## config.mk

```make
export PLATFORM = sky130hd
export DESIGN_NAME = baa_front
export DESIGN_NICKNAME = d
export VERILOG_FILES = /design/src/baa_pkg.sv /design/src/baa_front.sv
export SDC_FILE = /design/constraint.sdc
export NUM_CORES = 2
export LEC_CHECK = 0
export BUFFER_PORTS_ARGS = -buffer_cell sky130_fd_sc_hd__clkbuf_2
export CAP_MARGIN = 20
export CORE_ASPECT_RATIO = 1.75
export CORE_UTILIZATION = 40
export CTS_CLUSTER_SIZE = 25
export DETAILED_ROUTE_END_ITERATION = 12
export PLACE_DENSITY = 0.67
export SLEW_MARGIN = 20
export SYNTH_ARGS = -nofsm -noshare
export SYNTH_HDL_FRONTEND = slang
export SYNTH_SLANG_ARGS = --single-unit
```

## constraint.sdc

```tcl
create_clock -name clk_i -period 0.8 [get_ports clk_i]
set_input_delay 0.12 -clock clk_i [delete_from_list [all_inputs] [get_ports clk_i]]
set_output_delay 0.12 -clock clk_i [all_outputs]
set_load 0.02 [all_outputs]
```

## src/baa_pkg.sv

```systemverilog
// Package for the beam attenuation and absorption pipeline.
// Beat types, pipeline context type and the exp(-x) coefficient table.
// No dependencies.
`default_nettype none

package baa_pkg;

  localparam int unsigned NUM_ROM   = 12;  // table bits of x, positions 8..19
  localparam int unsigned FRAC_BITS = 8;   // low bits of x handled by the polynomial
  localparam int unsigned LATENCY   = 16;  // front + 13 multiply stages + 2 output stages

  // 1.0 in Q0.32, one bit above the fraction
  localparam logic [32:0] ONE_Q32   = 33'h1_0000_0000;
  localparam logic [64:0] RND_HALF  = 65'h0_8000_0000;

  // exp(-2^(k-8)) in Q0.32, rounded to nearest
  localparam logic [31:0] EXP_ROM [NUM_ROM] = '{
    32'd4278222805, 32'd4261543595, 32'd4228380000, 32'd4162825044,
    32'd4034748382, 32'd3790295335, 32'd3344923893, 32'd2605029347,
    32'd1580030169, 32'd581260615,  32'd78665070,   32'd1440801
  };

  typedef struct packed {
    logic [31:0] beam_intensity;
    logic [23:0] cross_section;
    logic [23:0] mass_attenuation;
    logic [23:0] depth;
    logic        last_in_frame;
  } baa_in_t;

  typedef struct packed {
    logic [31:0] flux;
    logic [39:0] absorption;
    logic        frame_end;
  } baa_out_t;

  // travels alongside the accumulator through the exp stages
  typedef struct packed {
    logic [31:0] beam;
    logic [23:0] cs;
    logic        last;
    logic        sat;   // exponent at or past 16.0
    logic [19:0] x;     // exponent, Q4.16
    logic [31:0] p;     // polynomial factor for the low 8 bits of x
  } baa_ctx_t;

endpackage

`default_nettype wire

```

## src/baa_front.sv

```systemverilog
// Front stage: exponent x = (cross_section + mass_attenuation) * depth >> 16.
// Uses baa_pkg.
`default_nettype none

module baa_front (
  input  logic               clk_i,
  input  logic               rst_ni,
  input  logic               valid_i,
  input  baa_pkg::baa_in_t   in_i,
  output logic               valid_o,
  output baa_pkg::baa_ctx_t  ctx_o
);
  import baa_pkg::*;

  logic [24:0] sum;
  logic [48:0] prod;
  logic [32:0] x_full;
  logic        valid_q;
  baa_ctx_t    ctx_d, ctx_q;

  assign sum    = {1'b0, in_i.cross_section} + {1'b0, in_i.mass_attenuation};
  assign prod   = 49'(sum) * 49'(in_i.depth);
  assign x_full = prod[48:16];

  always_comb begin
    ctx_d      = '0;
    ctx_d.beam = in_i.beam_intensity;
    ctx_d.cs   = in_i.cross_section;
    ctx_d.last = in_i.last_in_frame;
    ctx_d.sat  = |x_full[32:20];
    ctx_d.x    = x_full[19:0];
    ctx_d.p    = '0;  // filled in after this register
  end

  always_ff @(posedge clk_i or negedge rst_ni) begin
    if (!rst_ni) begin
      valid_q <= 1'b0;
    end else begin
      valid_q <= valid_i;
    end
  end

  always_ff @(posedge clk_i) begin
    ctx_q <= ctx_d;
  end

  assign valid_o = valid_q;
  assign ctx_o   = ctx_q;

endmodule

`default_nettype wire

```

## After elaboration in Yosys (flattened, before gate mapping)

Index checks and enable logic that the tools add are counted.

| operators by class | value |
|---|---|
| add/subtract/negate cells | 1 |
| $mul | 1 |
| reductions and logical operators | 1 |

Operators with widths:

| kind | count |
|---|---|
| multiplier 25 x 24 -> 49 bit | 1 |
| adder 24 x 24 -> 25 bit | 1 |
| OR reduction 13 bit | 1 |

| word-level totals | value |
|---|---|
| register bits | 79 |
| input bits | 108 |

## Depth between registers and ports, before layout

| logic depth | value |
|---|---|
| word-level depth | 3 |
| depth in mapped cells | 39 |

## Worst setup path after synthesis

OpenSTA, ideal clock, no wires.

| path | value |
|---|---|
| path kind | in2reg |
| start point | input in_i[25] (netlist bit) |
| end point | register ctx_q (netlist bit ctx_o[52]) |
| data arrival time | 7.995 ns |
| data required time | 0.667 ns |
| path slack | -7.328 ns |
| stages | 37 |
| cells stage by stage | ha_1 -> inv_1 -> fa_1 -> nor2b_1 -> o21ai_1 -> a21boi_2 -> o21ai_1 -> a211oi_2 -> nor2_1 -> nand2_1 -> a31oi_1 -> xnor2_1 -> clkbuf_1 -> and2_1 -> fa_1 -> fa_1 -> inv_1 -> fa_1 -> inv_1 -> fa_1 -> fa_1 -> inv_1 -> fa_1 -> inv_1 -> fa_1 -> ha_1 -> clkbuf_1 -> nand2_1 -> nor3_1 -> nand2_1 -> a21oi_1 -> nor3_1 -> o31ai_4 -> nor3_1 -> nand3b_1 -> nor4_1 -> nand4_1 |

RTL lines:

| item | line | RTL |
|---|---|---|
| from (decl) | baa_front.sv:9 | `input baa_pkg::baa_in_t in_i,` |
| to (signal assigned) | baa_front.sv:44 | `ctx_q <= ctx_d;` |
| to (decl) | baa_front.sv:19 | `baa_ctx_t ctx_d, ctx_q;` |

==> flow_summary_export.csv <==
group,metric,value,unit
run_status,status,"finished with violations",
run_status,violations,"negative setup slack",
placed_design,place_inst,3611,
detailed_routing,routedWlPerCell,19.7,um
synth,synth_xor_area_frac,0.0186,
synth,yosys-top-cells-area,"fa_1 45%, ha_1 11%, inv_1 9.5%, and2_1 8.2%, dfxtp_1 6.9%",
finish,drive_above_1_share,0.291,
global_routing,grt_max_degree,19,
clocking,cts_buffer_depth,2,
timing,final.min_clock_period,8200,ps
synth,yosys.area.top_type_share,0.448,
finish,layout_commonest_cell,"inv_1",
finish,final_nets,3830,
global_routing,antenna_found_initial,4,
floorplan,rows,114,
floorplan,ioPinCount,219,
detailed_routing,wirelength,73.6,mm
clocking,path_clk_slew,70,ps
global_routing,grt-ovfl-total,0,
floorplan,die_area,57300,um^2
timing,setup_viol,100,
synth,synth.yosys.seq_area_share,0.0705,
placed_design,port_buffers,186,
synth,synthArstFlopShare,0.0127,
synth,ys.flop_type,"dfxtp_1",
clocking,htree_levels,3,
floorplan,fp.dieH,316,um
synth,synth_top_family_by_area,"adder cells",
global_routing,grt_pass1_wl,115,mm
detailed_routing,routed_via_density,5.13,
synth,synth_fa_ha_area_frac,0.557,
clocking,cts_root_buf,"clkbuf_16",
clocking,cts.sinks,79,
clocking,cts_buffers,9,
run,maxCapViolCount,0,
timing,fmax,122,MHz
placed_design,dp_hpwl,59.4,mm
synth,yosysUniqueCellTypes,67,
timing,rsz0062_at_grt,"true",
floorplan,die_w,181,um
setup_path,crit_slowest_cell,"fa_1",
placed_design,gp_congestion,0.963,
finish,area_growth,35.0,%
floorplan,start_util,0.406,
setup_path,crit_arrival,8420,ps
setup_path,cpPeakStageDelay,540,ps
setup_path,critPathCaptureType,"flip-flop",
finish,fin_cells,3727,
detailed_routing,drt_first_pass_iters,5,
setup_path,crit_top_cell,"fa_1",
global_routing,track_usage,0.262,
synth,yosysWarningCount,0,
finish,nFillCells,4719,
synth,synthCells,2487,
synth,synthMuxAreaShare,0.00133,
synth,synth_area_per_cell,9.05,um^2
timing,worstMarginPinSlew,508,ps
global_routing,grt_pass1_vias,22400,
synth,synth-compound-area-share,0.0561,
clocking,tritoncts,"built",
timing,relSlewSlack,0.662,
detailed_routing,initialDrtViolationCount,903,
synth,synth_top_area_cell,"fa_1",
setup_path,crit_type,"in -> reg",
detailed_routing,num_vias,19100,
timing,final_max_slew_viol_count,0,
timing,worst_slack,-7400,ps
setup_path,critPathMaxFanout,8,
synth,syn-cell-area,22500,um^2
synth,yosys.area_share.simple,0.171,
floorplan,coreArea,55500,um^2
detailed_routing,ant_nets,0,
setup_path,critPathLaunchType,"input port",
worst_hold_path,hp-class,"in -> reg",
synth,synth-edff-count,0,
synth,ys_ff_latch,79,
timing,finalCritPeriodShare,10.3,
detailed_routing,drc,0,
timing,hold_viol_final,0,
setup_path,required,1020,ps
finish,final_cell_mix,"551 x inv_1, 487 x fa_1, 328 x buf_4",
==> final timing paths <==
check | slack [ps] | cells past startpoint | end | from
setup / recovery | -7400 | 38 | ctx_o[52]$_DFF_P_ | in_i[25]
hold / removal | 20 | 2 | ctx_o[58]$_DFF_P_ | in_i[53]
max in group asynchronous | 590 | 2 | valid_o$_DFF_PN0_ | rst_ni
min in group asynchronous | 120 | 2 | valid_o$_DFF_PN0_ | rst_ni
==> per-layer routing <==
| metal | global-route usage | vias up | share of wire |
|---|---|---|---|
| met1 | 0.230 | 9638 | 0.30 |
| met3 | 0.0351 | 422 | 0.039 |
| li1 | - | 8350 | - |
| met5 | 0 | - | 0.00018 |
| met4 | 0.253 | 2 | 0.12 |
| met2 | 0.503 | 723 | 0.55 |
==> worst max-delay path: cells and delay by family <==
family / cells / cell delay [ps]
compound gates: 11 / 2030
xor+xnor: 2 / 400
fa+ha+maj: 10 / 4320
buf+inv: 9 / 770
simple gates: 6 / 750
==> synth_stat cells, types with 9 or more instances <==
cell type and count:
nor2_1 40, o21ai_0 24, xor2_1 14, buf_2 9, nor2b_1 38, inv_1 570, ha_1 195, xnor2_1 32
nand3_1 12, fa_1 504, nand4_1 13, and2_1 296, o21bai_1 9, o21ai_1 9, buf_4 33, and3_1 15
clkbuf_1 100, nand2b_1 18, dfxtp_1 78, a21oi_1 67, a21o_1 23, nand2_1 303
==> flip-flops by register name, summed over array words and instances (netlist names) <==
register / count
valid_o: 1
ctx_o: 78
==> layout make-up <==
| cell class | instances | area, um^2 | area share |
|---|---|---|---|
| tap | 696 | 871 | 0.0287 |
| timing repair buffer | 637 | 5890 | 0.194 |
| multi-input combinational | 1724 | 19500 | 0.642 |
| clock buffer | 10 | 239 | 0.00787 |
| inverter | 572 | 2150 | 0.0707 |
| sequential | 79 | 1680 | 0.0554 |
| clock inverter | 6 | 51.3 | 0.00169 |
| antenna | 3 | 7.51 | 0.000247 |
==> cells by family (layout without fill, tap and decap cells) <==
family                   after synthesis  count (layout)
flip-flops                            79              79
adder cells (fa/ha/maj)              699             699
multiplexers                           3               3
AND/OR/NAND/NOR                      755             755
XOR/XNOR                              47              48
buffers and inverters                716            1225
AO/OA/AOI/OAI                        187             187
other                                  1              35
==> timing repair <==
action	in CTS	in global routing
hold endpoints to repair	58	0
gates resized for setup	346	160
pin swaps	97	54
setup endpoints to repair	100	100
hold buffers	58	0
cloned	4	1
setup buffers	25	17
==> metrics by stage <==
stage / hold WS [ps] / setup WS, ps / utilization / setup TNS [ps] / cell area (um^2)
after floorplan: -176 / -6880 / - / -131460 / 23100
after global placement: -104 / -7610 / 0.492 / -147380 / 27300
after detailed placement: -104 / -7720 / 0.492 / -149390 / 27300
after CTS: 9.37 / -7180 / 0.539 / -147900 / 29900
after global routing: 13.3 / -7770 / 0.548 / -159350 / 30400
final: 22.7 / -7400 / 0.548 / -152700 / 30400
Power is left out: the tool's default activity adds up to more than one toggle a clock period on the data nets, which glitch-free logic cannot reach.
