$ cat src/baa_pkg.sv
// Package for the beam attenuation and absorption pipeline.
// Beat types, pipeline context type and the exp(-x) coefficient table.
// No dependencies.
`default_nettype none

package baa_pkg;

  localparam int unsigned NUM_ROM   = 12;  // table bits of x, positions 8..19
  localparam int unsigned FRAC_BITS = 8;   // low bits of x handled by the polynomial
  localparam int unsigned LATENCY   = 16;  // front + 13 multiply stages + 2 output stages

  // 1.0 in Q0.32, one bit above the fraction
  localparam logic [32:0] ONE_Q32   = 33'h1_0000_0000;
  localparam logic [64:0] RND_HALF  = 65'h0_8000_0000;

  // exp(-2^(k-8)) in Q0.32, rounded to nearest
  localparam logic [31:0] EXP_ROM [NUM_ROM] = '{
    32'd4278222805, 32'd4261543595, 32'd4228380000, 32'd4162825044,
    32'd4034748382, 32'd3790295335, 32'd3344923893, 32'd2605029347,
    32'd1580030169, 32'd581260615,  32'd78665070,   32'd1440801
  };

  typedef struct packed {
    logic [31:0] beam_intensity;
    logic [23:0] cross_section;
    logic [23:0] mass_attenuation;
    logic [23:0] depth;
    logic        last_in_frame;
  } baa_in_t;

  typedef struct packed {
    logic [31:0] flux;
    logic [39:0] absorption;
    logic        frame_end;
  } baa_out_t;

  // travels alongside the accumulator through the exp stages
  typedef struct packed {
    logic [31:0] beam;
    logic [23:0] cs;
    logic        last;
    logic        sat;   // exponent at or past 16.0
    logic [19:0] x;     // exponent, Q4.16
    logic [31:0] p;     // polynomial factor for the low 8 bits of x
  } baa_ctx_t;

endpackage

`default_nettype wire

$ cat src/baa_mul_stage.sv
// One exp(-x) stage: acc = (acc * coef + 2^31) >> 32 when apply is set.
// Uses baa_pkg.
`default_nettype none

module baa_mul_stage (
  input  logic               clk_i,
  input  logic               rst_ni,
  input  logic               valid_i,
  input  logic [32:0]        acc_i,
  input  logic [31:0]        coef_i,
  input  logic               apply_i,
  input  baa_pkg::baa_ctx_t  ctx_i,
  output logic               valid_o,
  output logic [32:0]        acc_o,
  output baa_pkg::baa_ctx_t  ctx_o
);
  import baa_pkg::*;

  logic [64:0] prod;
  logic [64:0] rnd;
  logic [32:0] acc_d, acc_q;
  logic        valid_q;
  baa_ctx_t    ctx_q;

  assign prod  = 65'(acc_i) * 65'(coef_i);
  assign rnd   = prod + RND_HALF;
  assign acc_d = apply_i ? rnd[64:32] : acc_i;

  always_ff @(posedge clk_i or negedge rst_ni) begin
    if (!rst_ni) begin
      valid_q <= 1'b0;
    end else begin
      valid_q <= valid_i;
    end
  end

  always_ff @(posedge clk_i) begin
    acc_q <= acc_d;
    ctx_q <= ctx_i;
  end

  assign valid_o = valid_q;
  assign acc_o   = acc_q;
  assign ctx_o   = ctx_q;

endmodule

`default_nettype wire

$ cat config.mk
export PLATFORM = sky130hd
export DESIGN_NAME = baa_mul_stage
export DESIGN_NICKNAME = d
export VERILOG_FILES = /design/src/baa_pkg.sv /design/src/baa_mul_stage.sv
export SDC_FILE = /design/constraint.sdc
export NUM_CORES = 2
export LEC_CHECK = 0
export BUFFER_PORTS_ARGS = -buffer_cell sky130_fd_sc_hd__buf_4
export CORE_AREA = 2 2 255 257
export CTS_CLUSTER_SIZE = 16
export DETAILED_ROUTE_END_ITERATION = 10
export DIE_AREA = 0 0 257 259
export HOLD_SLACK_MARGIN = 0.15
export PLACE_DENSITY_LB_ADDON = 0.08
export SKIP_CTS_REPAIR_TIMING = 1
export SLEW_MARGIN = 40
export SYNTH_ARGS = -nofsm -noshare
export SYNTH_HDL_FRONTEND = slang
export SYNTH_SLANG_ARGS = --single-unit
$ cat constraint.sdc
create_clock -name clk_i -period 1.2 [get_ports clk_i]
set_input_delay 0.24 -clock clk_i [delete_from_list [all_inputs] [get_ports clk_i]]
set_output_delay 0.24 -clock clk_i [all_outputs]
set_load 0.02 [all_outputs]
---- Word level (Yosys, flattened, before mapping) ----
Cells that the tools add are included.
word-level totals
  bits in registers ....................... 144
  bits of input ports ..................... 179
  output and inout port bits .............. 144
  word-level logic and storage cells ...... 11
cells by class
  $add $sub $neg .......................... 1
  $mul .................................... 1
  muxes and demuxes ....................... 1
operators with widths
  cell                                             count
  adder 65 x 32 -> 65 bit (second input constant)  1
  multiplier 33 x 32 -> 65 bit                     1
  two-way mux 33 bit                               1

---- Logic depth before layout (Yosys ltp) ----
  depth in word-level cells ............... 3
  gate-level depth with buffers ........... 27
  depth with buffers taken out ............ 25

---- Least setup slack after synthesis ----
OpenSTA, ideal clock, no wires.
  path type ............................... input port to flip-flop
  start point ............................. input port acc_i[31]
  end point ............................... register acc_q[16], in the netlist acc_o[16]
  setup time .............................. 121 ps
  arrival ................................. 6,936 ps
  data required time ...................... 1,079 ps
  setup slack ............................. -5,857 ps
  cell stages on the path ................. 24
  buffers on the path ..................... 1
  path through ............................ clkbuf_1 -> and2_1 -> fa_1 -> fa_1 -> inv_1 -> fa_1 -> fa_1 -> inv_1 -> fa_1 -> fa_1 -> fa_1 -> inv_1 -> fa_1 -> inv_1 -> ha_1 -> a21o_1 -> o21bai_4 -> a21oi_2 -> o211ai_1 -> or3_4 -> a41o_4 -> a311o_1 -> xnor2_1 -> mux2_2
between the ends
  cells in the longest elaborated chain, start to end .. 3
ends and longest elaborated chain
  what                          line                 source
  start, declared               baa_mul_stage.sv:9   input logic [32:0] acc_i,
  multiplier 33 x 32 -> 65 bit  baa_mul_stage.sv:25  assign prod = 65'(acc_i) * 65'(coef_i);
  adder 65 x 32 -> 65 bit       baa_mul_stage.sv:26  assign rnd = prod + RND_HALF;
  two-way mux 33 bit            baa_mul_stage.sv:27  assign acc_d = apply_i ? rnd[64:32] : acc_i;
  via acc_d[16]                 baa_mul_stage.sv:21  logic [32:0] acc_d, acc_q;
  end signal, assigned          baa_mul_stage.sv:38  acc_q <= acc_d;
  end, declared                 baa_mul_stage.sv:21
The timed path passes the listed nets, and every way through them passes these cells.

---- Worst setup path in the final report ----
  start point ............................. input port acc_i[18]
  end point ............................... register acc_q[16], in the netlist acc_o[16]
The elaborated chain is that of the path after synthesis.

==> flow_summary.json <==
{
  "synth_edf_count": 0,
  "h-tree-depth": 4,
  "die-area_sq_um": 66600,
  "clock-sinks": 144,
  "fin_crit_ps": 6950,
  "hp-class": "input port to register",
  "worst_pin_slew_ps": 634,
  "grt_use_met3_pct": 5.41,
  "grt_pass1_wl_um": 184000,
  "crit_arrival_ps": 7300,
  "crit_fanout": 20,
  "grtUsageMet1_pct": 43.7,
  "die_x_um": 257,
  "ys_warn_count": 0,
  "die-height_um": 259,
  "finalWorstSetupSlack_ps": -5750,
  "start_util_pct": 59.2,
  "placed_cell_area_sq_um": 44200,
  "ant_nets": 0,
  "grt_pass1_vias": 32300,
  "yosys_most_used_dff": "dfxtp_1",
  "violations": "setup timing",
  "met2_usage_pct": 63.6,
  "synth-seq-area-share_pct": 7.64,
  "drc": 0,
  "avgRoutedWirePerCell_um": 22.5,
  "final_common_cell": "fa_1",
  "worstSetupPathType": "input port to register",
  "port_buffers": 322,
  "syn_nets": 5373,
  "viasPerCell": 5.43,
  "cp.required_ps": 1550,
  "rows": 93,
  "avgSynthCellArea_sq_um": 9.50,
  "place_hpwl_um": 99600,
  "num_vias": 30000,
  "endpoint_kind": "register",
  "nFillCells": 4575,
  "synthCells": 3980,
  "layout-drive-gt1-share_pct": 22.2,
  "grt-ovfl-total": 0,
  "antenna_found_initial": 4,
  "core-area_sq_um": 63900,
  "cts_buffers": 17,
  "area_delta_synth_final_pct": 25.3,
  "drt-initial-drc-count": 2022,
  "cts_tree": "done",
  "synthesis.area_sq_um": 37800,
  "io_pins": 323,
  "finalInstanceArea_sq_um": 47400,
  "hold_viol_final": 0,
  "num-nets-final": 6058,
  "wl_um": 125000,
  "synth_async_sr_flop_share_pct": 0.694,
  "grt_start_max_net_pins": 29,
  "cap_viol_max_count": 0,
  "yosysUniqueCellTypes": 76,
  "gp_congestion": 0.940,
  "clock.fmax_mhz": 144,
  "ctsLongestPathBuffers": 2,
  "layout_common_cells": "fa_1, inv_1, buf_4",
  "period_share_pct": 579,
  "rsz0062_at_grt": "yes",
  "cp-start-kind": "input port",
  "busiest_layer": "met2",
  "clk_pin_slew_ps": 110,
  "cts-root-buf": "clkbuf_16",
  "slew_violations": 0,
  "setup_viol": 41,
  "outcome": "finished with violations",
  "ys_ff_latch": 144,
  "dr.pass1.iters": 8,
  "grtUsageTotal_pct": 37.0,
  "relSlewSlack_pct": 57.3
}
==> registers in the layout, indices dropped and copies added, names as in the netlist <==
signal and count:
ctx_o 110, acc_o 33, valid_o 1
==> worst paths after layout <==
path / startpoint / end / slack [ps] / depth (start not counted)
setup / recovery: acc_i[18] / acc_o[16]$_DFF_P_ / -5750 / 24
hold / removal: acc_i[0] / acc_o[0]$_DFF_P_ / 140 / 4
max in group asynchronous: rst_ni / valid_o$_DFF_PN0_ / 470 / 3
min in group asynchronous: rst_ni / valid_o$_DFF_PN0_ / 630 / 3
==> synth_stat cells (4+ instances only) <==
cell type | number | area [sq um]
o21ai_0 | 25 | 125
o211ai_1 | 5 | 37.5
and2_1 | 674 | 4220
a31oi_1 | 5 | 31.3
o21a_1 | 5 | 37.5
o21bai_1 | 11 | 82.6
a21o_1 | 38 | 285
nand2_1 | 439 | 1650
and3_1 | 10 | 62.6
dfxtp_1 | 143 | 2860
ha_1 | 288 | 3600
nand4_1 | 22 | 138
a211o_1 | 5 | 43.8
o211a_1 | 4 | 40.0
o21ai_1 | 7 | 35.0
nor3_1 | 13 | 65.1
o311ai_1 | 4 | 35.0
inv_1 | 892 | 3350
xnor2_1 | 16 | 140
nor2b_1 | 5 | 31.3
a21oi_1 | 63 | 315
clkbuf_1 | 207 | 777
mux2_2 | 15 | 169
fa_1 | 926 | 18500
nand2b_1 | 6 | 37.5
buf_6 | 5 | 56.3
nor2_1 | 47 | 176
xor2_1 | 9 | 78.8
a211oi_1 | 7 | 52.6
nand3_1 | 17 | 85.1
a221o_1 | 4 | 40.0
==> stage by stage <==
step                      hold WS (ps)  setup WS (ps)  cells  setup TNS [ps]  util, %
after global placement            15.2          -6350   5364         -201450     69.2
after CTS                         -478          -5890   5396         -187170     70.2
after floorplan                  -55.6          -5630   3980         -173170        -
after global routing               156          -5850   5534         -186360     74.2
final                              141          -5750   5535         -181310     74.2
after detailed placement          16.4          -6380   5364         -202540     69.2
==> critical path, stage by stage <==
cell      delay (ps)
buf_8            160
and2_4           180
fa_1             510
inv_2             40
fa_1             600
fa_1             470
fa_1             510
inv_2             40
fa_1             510
fa_1             510
fa_1             520
inv_1             50
fa_1             510
inv_2             50
ha_4             240
a21o_1           170
o21bai_4         170
a21oi_2          140
o211ai_1         120
or3_4            470
a41o_4           290
a311o_1          370
xnor2_1          130
mux2_4           260
==> routing by layer <==
| metal | part of all wire (%) | wire, um |
|---|---|---|
| met1 | 35 | 43700 |
| met2 | 50 | 62500 |
| met3 | 6.9 | 8650 |
| met4 | 7.9 | 9870 |
| met5 | 0.010 | 13 |
==> logic make-up (layout without fill, tap and decap cells) <==
logic type      count (synthesis)  in the layout  share of synthesized area, %
buf+inv                      1110           1808                          11.2
fa+ha+maj                    1214           1214                          58.6
flops                         144            144                          7.64
other cells                     0              2                             0
compound gates                218            218                          4.09
mux                            18             18                         0.526
xor+xnor                       25             25                         0.579
simple gates                 1251           1251                          17.5
==> layout make-up <==
type	instances	area, sq um	area share (%)
clock buffer	17	425	0.898
inverter	892	3350	7.07
multi-input combinational	2726	31600	66.7
clock inverter	15	193	0.407
sequential	144	2920	6.16
timing repair buffer	884	7830	16.5
tap	855	1070	2.26
antenna	2	5.00	0.0106
Power is left out: the tool's default activity adds up to more than one toggle a clock period on the data nets, which glitch-free logic cannot reach.
