## config.mk

```make
export PLATFORM = sky130hd
export DESIGN_NAME = baa_back
export DESIGN_NICKNAME = d
export VERILOG_FILES = /design/src/baa_pkg.sv /design/src/baa_back.sv
export SDC_FILE = /design/constraint.sdc
export NUM_CORES = 2
export LEC_CHECK = 0
export BUFFER_PORTS_ARGS = -buffer_cell sky130_fd_sc_hd__buf_2
export CAP_MARGIN = 20
export CORE_AREA = 8 8 390 392
export DETAILED_ROUTE_END_ITERATION = 12
export DIE_AREA = 0 0 398 400
export GPL_TIMING_DRIVEN = 0
export HOLD_SLACK_MARGIN = 0.1
export PLACE_DENSITY = 0.55
export SETUP_SLACK_MARGIN = 0.05
export SYNTH_ARGS = -nofsm -noshare
export SYNTH_HDL_FRONTEND = slang
export SYNTH_SLANG_ARGS = --single-unit
```

## constraint.sdc

```tcl
create_clock -name clk_i -period 8.8 [get_ports clk_i]
set_clock_uncertainty 0.2 [all_clocks]
set_input_delay 0.44 -clock clk_i [delete_from_list [all_inputs] [get_ports clk_i]]
set_output_delay 0.44 -clock clk_i [all_outputs]
set_load 0.005 [all_outputs]
```

## src/baa_pkg.sv

```systemverilog
// Package for the beam attenuation and absorption pipeline.
// Beat types, pipeline context type and the exp(-x) coefficient table.
// No dependencies.
`default_nettype none

package baa_pkg;

  localparam int unsigned NUM_ROM   = 12;  // table bits of x, positions 8..19
  localparam int unsigned FRAC_BITS = 8;   // low bits of x handled by the polynomial
  localparam int unsigned LATENCY   = 16;  // front + 13 multiply stages + 2 output stages

  // 1.0 in Q0.32, one bit above the fraction
  localparam logic [32:0] ONE_Q32   = 33'h1_0000_0000;
  localparam logic [64:0] RND_HALF  = 65'h0_8000_0000;

  // exp(-2^(k-8)) in Q0.32, rounded to nearest
  localparam logic [31:0] EXP_ROM [NUM_ROM] = '{
    32'd4278222805, 32'd4261543595, 32'd4228380000, 32'd4162825044,
    32'd4034748382, 32'd3790295335, 32'd3344923893, 32'd2605029347,
    32'd1580030169, 32'd581260615,  32'd78665070,   32'd1440801
  };

  typedef struct packed {
    logic [31:0] beam_intensity;
    logic [23:0] cross_section;
    logic [23:0] mass_attenuation;
    logic [23:0] depth;
    logic        last_in_frame;
  } baa_in_t;

  typedef struct packed {
    logic [31:0] flux;
    logic [39:0] absorption;
    logic        frame_end;
  } baa_out_t;

  // travels alongside the accumulator through the exp stages
  typedef struct packed {
    logic [31:0] beam;
    logic [23:0] cs;
    logic        last;
    logic        sat;   // exponent at or past 16.0
    logic [19:0] x;     // exponent, Q4.16
    logic [31:0] p;     // polynomial factor for the low 8 bits of x
  } baa_ctx_t;

endpackage

`default_nettype wire

```

## src/baa_back.sv

```systemverilog
// Output stages: flux = beam * factor >> 16, then absorption = cs * flux >> 16.
// Uses baa_pkg.
`default_nettype none

module baa_back (
  input  logic               clk_i,
  input  logic               rst_ni,
  input  logic               valid_i,
  input  logic [32:0]        acc_i,
  input  baa_pkg::baa_ctx_t  ctx_i,
  output logic               valid_o,
  output baa_pkg::baa_out_t  res_o
);
  import baa_pkg::*;

  logic [16:0] factor;
  logic [48:0] flux_full;
  logic [31:0] flux_d, flux_q;
  logic [23:0] cs_q;
  logic        last_q;
  logic        valid_a_q, valid_b_q;
  logic [55:0] abs_full;
  baa_out_t    res_d, res_q;

  // factor in units of 2^-16, 0..65536
  assign factor    = ctx_i.sat ? 17'd0 : acc_i[32:16];
  assign flux_full = 49'(ctx_i.beam) * 49'(factor);
  assign flux_d    = flux_full[47:16];

  assign abs_full  = 56'(cs_q) * 56'(flux_q);

  always_comb begin
    res_d.flux       = flux_q;
    res_d.absorption = abs_full[55:16];
    res_d.frame_end  = last_q;
  end

  always_ff @(posedge clk_i or negedge rst_ni) begin
    if (!rst_ni) begin
      valid_a_q <= 1'b0;
      valid_b_q <= 1'b0;
    end else begin
      valid_a_q <= valid_i;
      valid_b_q <= valid_a_q;
    end
  end

  always_ff @(posedge clk_i) begin
    flux_q <= flux_d;
    cs_q   <= ctx_i.cs;
    last_q <= ctx_i.last;
    res_q  <= res_d;
  end

  assign valid_o = valid_b_q;
  assign res_o   = res_q;

endmodule

`default_nettype wire

```

# Word-level counts from Yosys, hierarchy flattened
# Cells that the tools add are included.
[op_classes] multipliers=2 muxes=1
[ops] op="24-bit by 32-bit multiplier with 56-bit output" n=1
[ops] op="32-bit by 17-bit multiplier with 48-bit output" n=1
[ops] op="17-bit two-way mux" n=1
[totals] input_bits=146 reg_bits=132

# Longest topological paths before layout
[depth] ltp_word=2 ltp_mapped=26 ltp_nobuf=24

# Least setup slack after synthesis
# Ideal clock, no wire load.
[synth_path] path_type="input-to-reg" from="in ctx_i[52] in the netlist's numbering" to="reg flux_q[29]" arrival_ns=6.411 slack_ns=2.066 path_buffers=3 stages=26 setup_ns=0.123 path_cell_list="clkbuf_1 > nor2b_1 > clkbuf_1 > nand2_1 > fa_1 > inv_1 > fa_1 > inv_1 > fa_1 > inv_1 > fa_1 > fa_1 > inv_1 > fa_1 > inv_1 > ha_1 > clkbuf_1 > a21o_1 > o21bai_1 > a221oi_1 > o21ai_0 > nor4_1 > o21bai_1 > a21oi_1 > o21bai_1 > xor2_1"
[synth_via] elab_chain_len=2
[synth_lines] element="start, declared" line="baa_back.sv:10" source="input baa_pkg::baa_ctx_t ctx_i,"
[synth_lines] element="17-bit two-way mux" line="baa_back.sv:26" source="assign factor = ctx_i.sat ? 17'd0 : acc_i[32:16];"
[synth_lines] element="32-bit by 17-bit multiplier with 48-bit output" line="baa_back.sv:27" source="assign flux_full = 49'(ctx_i.beam) * 49'(factor);"
[synth_lines] element="named net flux_full[45]" line="baa_back.sv:17" source="logic [48:0] flux_full;"
[synth_lines] element="end signal, assigned" line="baa_back.sv:49" source="flux_q <= flux_d;"
[synth_lines] element="end, declared" line="baa_back.sv:18" source="logic [31:0] flux_d, flux_q;"
# The timed path passes the listed nets, and every way through them passes these cells.

# Final worst setup path
[layout_path] from="reg cs_q[23]" to="reg res_q, in the netlist res_o[26]"
[layout_via] elab_chain_len=1
[layout_lines] element="start, declared" line="baa_back.sv:19" source="logic [23:0] cs_q;"
[layout_lines] element="start signal, assigned" line="baa_back.sv:50" source="cs_q <= ctx_i.cs;"
[layout_lines] element="24-bit by 32-bit multiplier with 56-bit output" line="baa_back.sv:30" source="assign abs_full = 56'(cs_q) * 56'(flux_q);"
[layout_lines] element="named net abs_full[41]" line="baa_back.sv:22" source="logic [55:0] abs_full;"
[layout_lines] element="end signal, assigned" line="baa_back.sv:52" source="res_q <= res_d;"
[layout_lines] element="end, declared" line="baa_back.sv:23" source="baa_out_t res_d, res_q;"
# The timed path passes the listed nets, and every way through them passes these cells.

==> metrics.md <==
| Metric | Value |
|---|---|
| Final cycle utilization of the critical path | `roughly 98%` |
| Placed cells | `about 7,000` |
| DR vias | `approximately 33,000` |
| Status | `complete, no violations` |
| Final ANT Viol Nets | `0` |
| Maximum level of the CTS H-tree | `4` |
| Fin crit period | `8620 ps` |
| Final WL | `approximately 150 mm` |
| Filler cells | `15,400` |
| Synth area leader | `fa_1` |
| Reg-to-Reg Start | `cs_q[23]$_DFF_P_` |
| WP data arrival | `roughly 8800 ps` |
| Cell Rows | `around 140` |
| Maximum clock frequency | `roughly 120 MHz` |
| Synthesis-stage register bit count | `between 100 and 150` |
| Die Y | `approximately 400 um` |
| Most frequent cells in the layout | `1,275 x inv_1, 1,103 x fa_1, 836 x nand2_1, 516 x and2_1, 295 x ha_1` |
| Initial Utilization | `between 20% and 30%` |
| Post-synth top flop | `dfxtp_1` |
| CTS tree | `yes` |
| Worst Tran Pin Value | `between 1000 and 1500 ps` |
| TritonRoute pass-1 iters | `6` |
| Worst hold start | `last_q$_DFF_P_` |
| CP startpoint kind | `flop` |
| Worst r2r path cells | `22` |
| # port buffers | `~130` |
| Gr ovfl total | `0` |
| Post-synthesis async set-or-reset flop share | `1.52%` |
| # Max-Cap Violations | `0` |
| Worst-Skew Late Latency | `about 490 ps` |
| Vias in the first global route | `approximately 36,000` |
| Layout Cells excl Fill | `about 7,000` |
| Distinct cells, synth | `64` |
| Area growth, synth to finish | `9.63%` |
| Top cells by area, synth | `fa_1 51%, inv_1 11%, ha_1 8.5%, and2_1 7.4%, nand2_1 7.2%` |
| CP Max Fanout | `10` |
| Relative slew margins | `between 20% and 30%` |
| Most common cell after layout, fill and taps aside | `inv_1` |
| I/O Pins | `220` |
| Number of enable flip-flop cells after synthesis | `0` |
| Tot GR Track Use | `between 10% and 20%` |
| R2r setup slk | `between 150 and 200 ps` |
| Sequential area share after synthesis | `between 6 and 7%` |
| Yosys warnings | `0` |
| Initial antenna violation count | `16` |
| DP HPWL | `between 100 and 150 mm` |
| Die width | `398 um` |
| Tightest Hold Check Type | `flop to flop` |
| Hold EP | `res_o[0]$_DFF_P_` |
| First-pass GRT wire length | `224 mm` |
| Hold WS | `between 100 and 150 ps` |
| Synth Area per Inst | `~9.0 um^2` |
| Iter 0 DRT Violations | `2,765` |
| Final core occ | `between 30% and 40%` |
| Largest net degree at the start of global routing | `17` |
| Clk Tree Root Cell | `clkbuf_16` |
| CTS Buffer Depth | `2` |
| Residual DRC | `0` |
| WS Path Type | `flop to flop` |
| WL/cell | `between 20 and 25 um` |
| Via/cell ratio | `roughly 4.7` |
| Nets | `around 6,600` |
| Mapped Area | `approximately 44,000 um^2` |
| Core Footprint | `about 150,000 um^2` |
| Clock sinks | `about 130` |
| Crit end category | `flop` |
| Die Footprint | `around 160,000 um^2` |
| Final hold vios | `0` |
| R2r endpoint | `res_o[26]$_DFF_P_` |
| Max Slew Vio Count | `0` |
| RD Place Congestion | `0.971` |
| Hold-critical path depth | `0` |
| Synthesized instance count | `approximately 4,900` |
| RSZ-0062 raised after global routing | `no` |
| Clock slew at reported path FFs | `roughly 60 ps` |
| WP data required | `between 9000 and 10,000 ps` |
| Mapped Nets | `6,396` |
| Yosys top cell area share | `50.8%` |
| Share of layout cells above drive strength 1 | `5.13%` |
| Final setup vio count | `0` |
| Cts bufs inserted | `17` |
Yosys cell counts, types with 2 or more instances:
library cell	count
a21o_1	47
ha_1	295
and2_1	516
o21ba_2	2
o2111ai_1	2
o31ai_1	3
o41a_1	2
o21ai_2	2
nor3_1	4
buf_1	21
nand2_1	836
a211o_1	2
nand3_1	15
nor4b_1	2
nand4_1	19
o21a_1	6
nor2b_1	19
o31a_1	2
o22ai_1	4
a21oi_1	89
fa_1	1103
dfrtp_1	2
xor2_1	36
a221oi_1	2
nor2_1	32
and3_1	10
a31oi_1	7
clkbuf_1	228
o21bai_1	16
o21ai_0	32
o211ai_1	5
inv_1	1275
dfxtp_1	130
a211oi_1	5
and4_1	5
o221ai_1	3
xnor2_1	46
flip-flops by register name, summed over array words and instances (netlist names):
register / flops
valid_a_q: 1
valid_o: 1
res_o: 73
last_q: 1
cs_q: 24
flux_q: 32
stage by stage:
stage | TNS (ps) | cell area [um^2] | worst slack (ps)
finish | 0 | 47700 | 178
global route | 0 | 47700 | 52.8
CTS | 0 | 47600 | 41.8
floorplan | 0 | 43500 | 2070
detailed placement | -1840 | 46600 | -366
global placement | -2910 | 46600 | -549
critical path: stages, from the launching register on:
cell,delay (ps)
dfxtp_1,630
clkbuf_1,770
and2_1,250
fa_1,430
fa_1,600
fa_1,510
fa_1,580
fa_1,470
fa_1,520
inv_1,50
fa_1,580
inv_1,70
ha_1,270
clkbuf_1,290
nand4_1,180
nor2_1,150
nand2_1,180
a211oi_4,480
o21ai_0,290
o221ai_2,420
a21oi_1,210
o21bai_1,190
xor2_1,180
layer usage:
| layer | track usage, % | share of wire, % |
|---|---|---|
| met3 | 4.75 | 9.8 |
| met4 | 7.14 | 4.3 |
| met5 | 0 | 0.0048 |
| met1 | 25.0 | 41 |
| met2 | 29.7 | 45 |
what timing repair did:
action                     CTS  global route
setup endpoints to repair   18             6
hold endpoints to repair    28             0
hold buffers                28             0
setup buffers                2             0
gates resized for setup     25           106
pin swaps                    1             0
worst max path at each step:
stage | to | cells after the start | slack (ps) | startpoint
2_1_floorplan | flux_q[29]$_DFF_P_ | 26 | 2070 | ctx_i[52]
3_3_place_gp | res_o[26]$_DFF_P_ | 25 | -550 | cs_q[3]$_DFF_P_
3_5_place_dp | res_o[26]$_DFF_P_ | 23 | -370 | cs_q[2]$_DFF_P_
4_1_cts | res_o[26]$_DFF_P_ | 24 | 40 | cs_q[1]$_DFF_P_
5_1_grt | res_o[26]$_DFF_P_ | 22 | 50 | cs_q[23]$_DFF_P_
6_report | res_o[26]$_DFF_P_ | 22 | 180 | cs_q[23]$_DFF_P_
cell families (layout without fill, tap and decap cells):
family / count (synthesis) / count (layout) / synth area share, %
buf+inv: 1525 / 1723 / 13.2
simple gates: 1469 / 1469 / 16.2
fa+ha+maj: 1398 / 1398 / 59.2
compound gates: 246 / 246 / 3.69
flops: 132 / 132 / 6.10
xor+xnor: 82 / 82 / 1.65
other cells: 0 / 5 / 0
cell type report:
| class | instances | area (um^2) | area share (%) |
|---|---|---|---|
| sequential | 132 | 2660 | 5.58 |
| timing repair buffer | 166 | 985 | 2.06 |
| multi-input combinational | 3195 | 35100 | 73.7 |
| buffer | 250 | 1030 | 2.16 |
| clock buffer | 17 | 425 | 0.892 |
| inverter | 1275 | 4790 | 10.0 |
| tap | 1930 | 2410 | 5.06 |
| clock inverter | 15 | 243 | 0.509 |
| antenna | 5 | 12.5 | 0.0262 |
Power is not shown: default switching activity piles up to over one toggle a cycle in this logic, so the estimate is an artifact.
